--- src/rtl/core/symmetry_axis_search_assert.svh ---
// Assertion macros for the symmetry axis search core.
// Included by the modules that check their own logic; no other dependencies.
`ifndef SYMMETRY_AXIS_SEARCH_ASSERT_SVH
`define SYMMETRY_AXIS_SEARCH_ASSERT_SVH

`ifndef SYNTH
// Clocked check, disabled while reset is high.
`define SAS_ASSERT(lbl, clk_s, rst_s, prop) \
  lbl: assert property (@(posedge clk_s) disable iff (rst_s) (prop)) \
    else $error("assertion failed: lbl");
// Clocked check that also holds during reset.
`define SAS_ASSERT_ALWAYS(lbl, clk_s, prop) \
  lbl: assert property (@(posedge clk_s) (prop)) \
    else $error("assertion failed: lbl");
`else
`define SAS_ASSERT(lbl, clk_s, rst_s, prop)
`define SAS_ASSERT_ALWAYS(lbl, clk_s, prop)
`endif

`endif

--- src/rtl/core/sas_pkg.sv ---
// Shared types and constants of the symmetry axis search core.
// No dependencies; imported by the controller, datapath and top level.
package sas_pkg;

  localparam logic OP_PUSH   = 1'b0;
  localparam logic OP_FINISH = 1'b1;

  localparam int unsigned SHW_RESET   = 160;
  localparam logic [2:0]  ADDR_SHW    = 3'd0;

  typedef enum logic [1:0] {
    ST_IDLE,
    ST_RUN,
    ST_DRAIN
  } state_t;

  typedef struct packed {
    logic push;
    logic start;
    logic issue;
  } cmd_t;

  typedef struct packed {
    logic direct;      // finish resolves without a scan
    logic last_issue;  // final read pair goes out this cycle
    logic out_busy;    // result register still holds an untaken result
  } sts_t;

endpackage

--- src/rtl/core/sas_ctrl.sv ---
// Controller of the symmetry axis search: request acceptance and scan sequencing.
// Depends on sas_pkg.
module sas_ctrl (
  input  logic          clk,
  input  logic          rst,
  input  logic          s_tvalid,
  input  logic          op,
  output logic          s_tready,
  input  sas_pkg::sts_t sts,
  output sas_pkg::cmd_t cmd
);
  import sas_pkg::*;

  state_t state, state_next;
  logic   accept;

  always_ff @(posedge clk) begin
    if (rst) begin
      state <= ST_IDLE;
    end else begin
      state <= state_next;
    end
  end

  // a finish waits while the previous result is still pending
  assign s_tready = (state == ST_IDLE) && !((op == OP_FINISH) && sts.out_busy);
  assign accept   = s_tvalid && s_tready;

  always_comb begin
    state_next = state;
    unique case (state)
      ST_IDLE: begin
        if (accept && (op == OP_FINISH) && !sts.direct) state_next = ST_RUN;
      end
      ST_RUN: begin
        if (sts.last_issue) state_next = ST_DRAIN;
      end
      ST_DRAIN: state_next = ST_IDLE;
      default:  state_next = ST_IDLE;
    endcase
  end

  always_comb begin
    cmd = '0;
    unique case (state)
      ST_IDLE: begin
        cmd.push  = accept && (op == OP_PUSH);
        cmd.start = accept && (op == OP_FINISH);
      end
      ST_RUN:   cmd.issue = 1'b1;
      ST_DRAIN: cmd = '0;
      default:  cmd = '0;
    endcase
  end

endmodule

--- config.mk ---
export PLATFORM = sky130hd
export DESIGN_NAME = sas_ctrl
export DESIGN_NICKNAME = d
export VERILOG_FILES = /design/src/rtl/core/symmetry_axis_search_assert.svh /design/src/rtl/core/sas_pkg.sv /design/src/rtl/core/sas_ctrl.sv
export SDC_FILE = /design/constraint.sdc
export NUM_CORES = 1
export LEC_CHECK = 0
export ABC_CLOCK_PERIOD_IN_PS = 1500
export BUFFER_PORTS_ARGS = -buffer_cell sky130_fd_sc_hd__buf_4
export CORE_AREA = 2 2 39 41
export DETAILED_ROUTE_END_ITERATION = 8
export DIE_AREA = 0 0 41 43
export PLACE_DENSITY = 0.35
export SYNTH_ARGS = -nofsm -noshare
export SYNTH_HDL_FRONTEND = slang
export SYNTH_SLANG_ARGS = --single-unit
--- constraint.sdc ---
create_clock -name clk -period 1.5 [get_ports clk]
set_clock_uncertainty 0.2 [all_clocks]
set_input_delay 0.225 -clock clk [delete_from_list [all_inputs] [get_ports clk]]
set_output_delay 0.225 -clock clk [all_outputs]
set_load 0.03 [all_outputs]
# ---- Yosys cells after proc, flatten, opt, wreduce, memory -nomap -nowiden
# Cells that the tools add are included.
dict set report totals {
  regBits 2
  wordCells 20
}
dict set report classes {
  n_eq_ne 3
  muxes 5
  reduce_logical 10
  bitwise_logic 1
}
# op n
set ops {}
lappend ops {{$logic_and 1x1->1} 6}
lappend ops {{$mux 2} 3}
lappend ops {{$pmux 2 s2} 1}
lappend ops {{$eq 2x1->1 const B} 1}
lappend ops {{$logic_not 1->1} 2}
lappend ops {{$logic_not 2->1} 1}
lappend ops {{$ne 2x1->1 const B} 1}
lappend ops {{$ne 2x2->1 const B} 1}
lappend ops {{$reduce_and 2->1} 1}
lappend ops {{$mux 1} 1}
lappend ops {{$not 1->1} 1}

# ---- Depth between registers and ports, before layout
dict set report logic_depth {
  word_depth 8
  mapped_depth 2
  ltp_nobuf 2
}

# ---- Worst setup path after synthesis
# Ideal clock, no wire load.
dict set report synth_timing {
  path_kind {reg2out}
  start {reg state[1]}
  end {out cmd[1] (netlist name)}
  path_slack_ns -0.367
  stages_incl_launch_ff 3
  arrival_time_ns 1.442
  path_buffers 0
  cell_sequence {dfxtp_1 or3b_1 nor3b_1}
}
# element line
set synth_lines {}
lappend synth_lines {{from (decl)} sas_ctrl.sv:14} ;# state_t state, state_next;
lappend synth_lines {{from (signal assigned)} sas_ctrl.sv:21} ;# state <= state_next;
lappend synth_lines {{to (decl)} sas_ctrl.sv:10} ;# output sas_pkg::cmd_t cmd

==> out/metrics.csv <==
stage;metric;value;unit
cts;CTS sink count;2;
detailed_routing;final WL;417;microns
grt;GR Overflow Total;0;
power;power after layout;230;uW
logic_synthesis;syn_nets;18;
run_status;status;finished with violations;
setup_path;WP data required;1.07;ns
setup_path;Worst EP arrival;1.29;ns
cts;Num CTS Buffers;3;
detailed_routing;met1 WL;198;microns
cells_and_area;fin area;280;sq um
cts;CTS tree;built;
setup_path;Crit. End Element;output pin;
power;PD cells;820;mW/mm^2
die;chip width;41;microns
setup_path;worst-path fanout max;3;
detailed_routing;1st-iter DRT viols;4;
die;I/O Pins;11;
cts;Root Buffer;clkbuf_4;
place;Placed Area;228;sq um
run_status;violated checks;setup timing;
logic_synthesis;number of synthesized flops with an enable pin;0;
sta;Final min period;1.71;ns
cells_and_area;final-stage net count;36;
logic_synthesis;sequential area share after synthesis;38.6;%
cts;htree depth;1;
setup_path;CP Class;register to output pin;
cells_and_area;Layout area overhead;170;%
logic_synthesis;post-synthesis mux area share;0;%
logic_synthesis;Mean Syn Cell Area;9.44;sq um
logic_synthesis;post-synth top area share;38.6;%
setup_path;Startpoint Class;register;
place;Place WS;-0.0322;ns
cts;Longest Clk Path Bufs;2;
place;port bufs;10;
grt;vias in the first global route;167;
die;Core Area;0.00138;sq mm
logic_synthesis;FFs w/ async S/R, synth;0;%
detailed_routing;remaining antenna violation count after routing;0;
grt;global-route wire length before repair;607;microns
grt;gr usage total;5.71;%
cells_and_area;largest reg by FF count;state;
sta;Final setup viols;2;
logic_synthesis;Simple-Gate Fraction of Synth Area;42.2;%
logic_synthesis;post-synth top area cell;dfxtp_1;
cts;later-pin clock latency in the skew report;0.22;ns
logic_synthesis;Compound-Gate Fraction of Synth Area;15.7;%
sta;RSZ-0062 raised after global routing;yes;
sta;final setup margin;-0.211;ns
sta;final hold violations;0;
logic_synthesis;Syn Inst Count;11;
die;site row count;14;
detailed_routing;metal3 WL;66;microns
die;total die area;0.00176;sq mm
detailed_routing;Residual DRC;0;
logic_synthesis;largest family of logic cells by synthesized area;simple AND/OR/NAND/NOR gates;
cells_and_area;layout cells sized above 1;74.1;%
detailed_routing;WL per Instance;9.70;microns
min_path;Hold Path Class;input port to register;
cts;CTS clock-pin slew for the worst setup and hold paths;0.03;ns
cells_and_area;number of diodes;0;
die;Starting Density;7.50;%
power;Max VDD drop;0.207;mV
sta;Worst-Margin Slew;0.247;ns
logic_synthesis;ys flop type;dfxtp_1;
grt;initial antenna violation count;0;
cells_and_area;Largest regs;state x2;
detailed_routing;Avg Vias per Cell;3.51;
detailed_routing;met2 wire length;152;microns
sta;fin crit share;114;%
power;Leak;0.128;nW
cells_and_area;number of flip-flops in the largest register;2;
place;Routability Congestion;0.600;
logic_synthesis;Ys Warns;0;
detailed_routing;overall via count from detail_route;151;
detailed_routing;uppermost layer routed;met3;
detailed_routing;1st-pass router iterations;2;
die;die height;43;microns
logic_synthesis;Post-Synth Adder-Cell Area;0;%
logic_synthesis;Post-synth top cells;dfxtp_1, nor3b_1;
logic_synthesis;xor and xnor area share after synthesis;0;%
logic_synthesis;Unique masters post-synth;9;
logic_synthesis;Syn Std Cell Area;104;sq um
logic_synthesis;FF+latch count, synth;2;
run;Max Cap Viol;0;
sta;Max Clk Rate;0.585;GHz
logic_synthesis;ranking of synthesized cells by area;dfxtp_1, nor3b_1, or4b_1;
grt;largest net degree at the start of global routing;5;
cells_and_area;Layout Utilization;20.3;%
sta;Final Max Slew Viols;0;
sta;max_slew headroom;83.5;%
## per-layer routing
metal / vias up / global-route usage, %
met5: - / 0
met1: 64 / 7.64
li1: 76 / -
met3: 0 / 2.09
met2: 11 / 5.31
met4: 0 / 8.00
## final timing paths
kind,from,endpoint,slack (ns),cells after the start
setup / recovery,state[1],cmd[1],-0.21,3
hold / removal,sts[1],state[0],0.03,2
setup reg to reg,state[1],state[0],0.33,2
hold reg to reg,state[0],state[0],0.40,2
## kinds of logic (layout without fill, tap and decap cells)
family	after synthesis	after routing
compound gates	2	2
buf+inv	1	17
simple gates	6	6
flops	2	2
## through the flow
stage,cells,hold WS [ns],TNS (ns)
floorplan,11,0.101,-0.0254
global placement,39,0.214,-0.0223
detailed placement,39,0.215,-0.0322
CTS,43,0.0252,-0.342
global route,43,0.0355,-0.413
finish,43,0.0278,-0.321
## final cells by class
cell class / instances / area, sq um
Multi-Input combinational cell: 8 / 81.3
Sequential cell: 2 / 41.3
Fill cell: 156 / 1100
Clock buffer: 3 / 22.5
Tap cell: 16 / 20.0
Timing Repair Buffer: 13 / 111
Inverter: 1 / 3.75
## critical path: stages (launching register included)
cell	delay, ns
dfxtp_1	0.30
or3b_4	0.42
nor3b_4	0.19
buf_6	0.15
## where the power goes
part | switching, mW | internal, mW
clock network | 0.0304 | 0.0883
logic | 0.0258 | 0.0302
registers | 0.000554 | 0.0547
total | 0.0568 | 0.173
## timing repair
| item | 4_1_cts | 5_1_grt |
|---|---|---|
| gates resized for setup | 4 | 2 |
| endpoints found under the setup margin | 3 | 3 |
| buffers inserted | 0 | 0 |
| hold endpoints to repair | 1 | 0 |
| hold buffers | 1 | 0 |
| pin swaps | 0 | 1 |
## placed cells by master (no fill, tap or decap)
| cell | Yosys | final |
|---|---|---|
| inv_1 | 1 | 1 |
| nand2b_1 | 1 | 1 |
| nor3b_4 | 0 | 1 |
| buf_4 | 0 | 9 |
| nor2_2 | 0 | 1 |
| dfxtp_1 | 2 | 1 |
| a211oi_2 | 0 | 1 |
| o32ai_1 | 1 | 1 |
| buf_6 | 0 | 3 |
| clkbuf_4 | 0 | 3 |
| or4b_1 | 1 | 1 |
| nor3b_1 | 2 | 1 |
| dfxtp_2 | 0 | 1 |
| or3b_4 | 0 | 1 |
| dlygate4sd3_1 | 0 | 1 |
(Power assumes the default switching activity.)
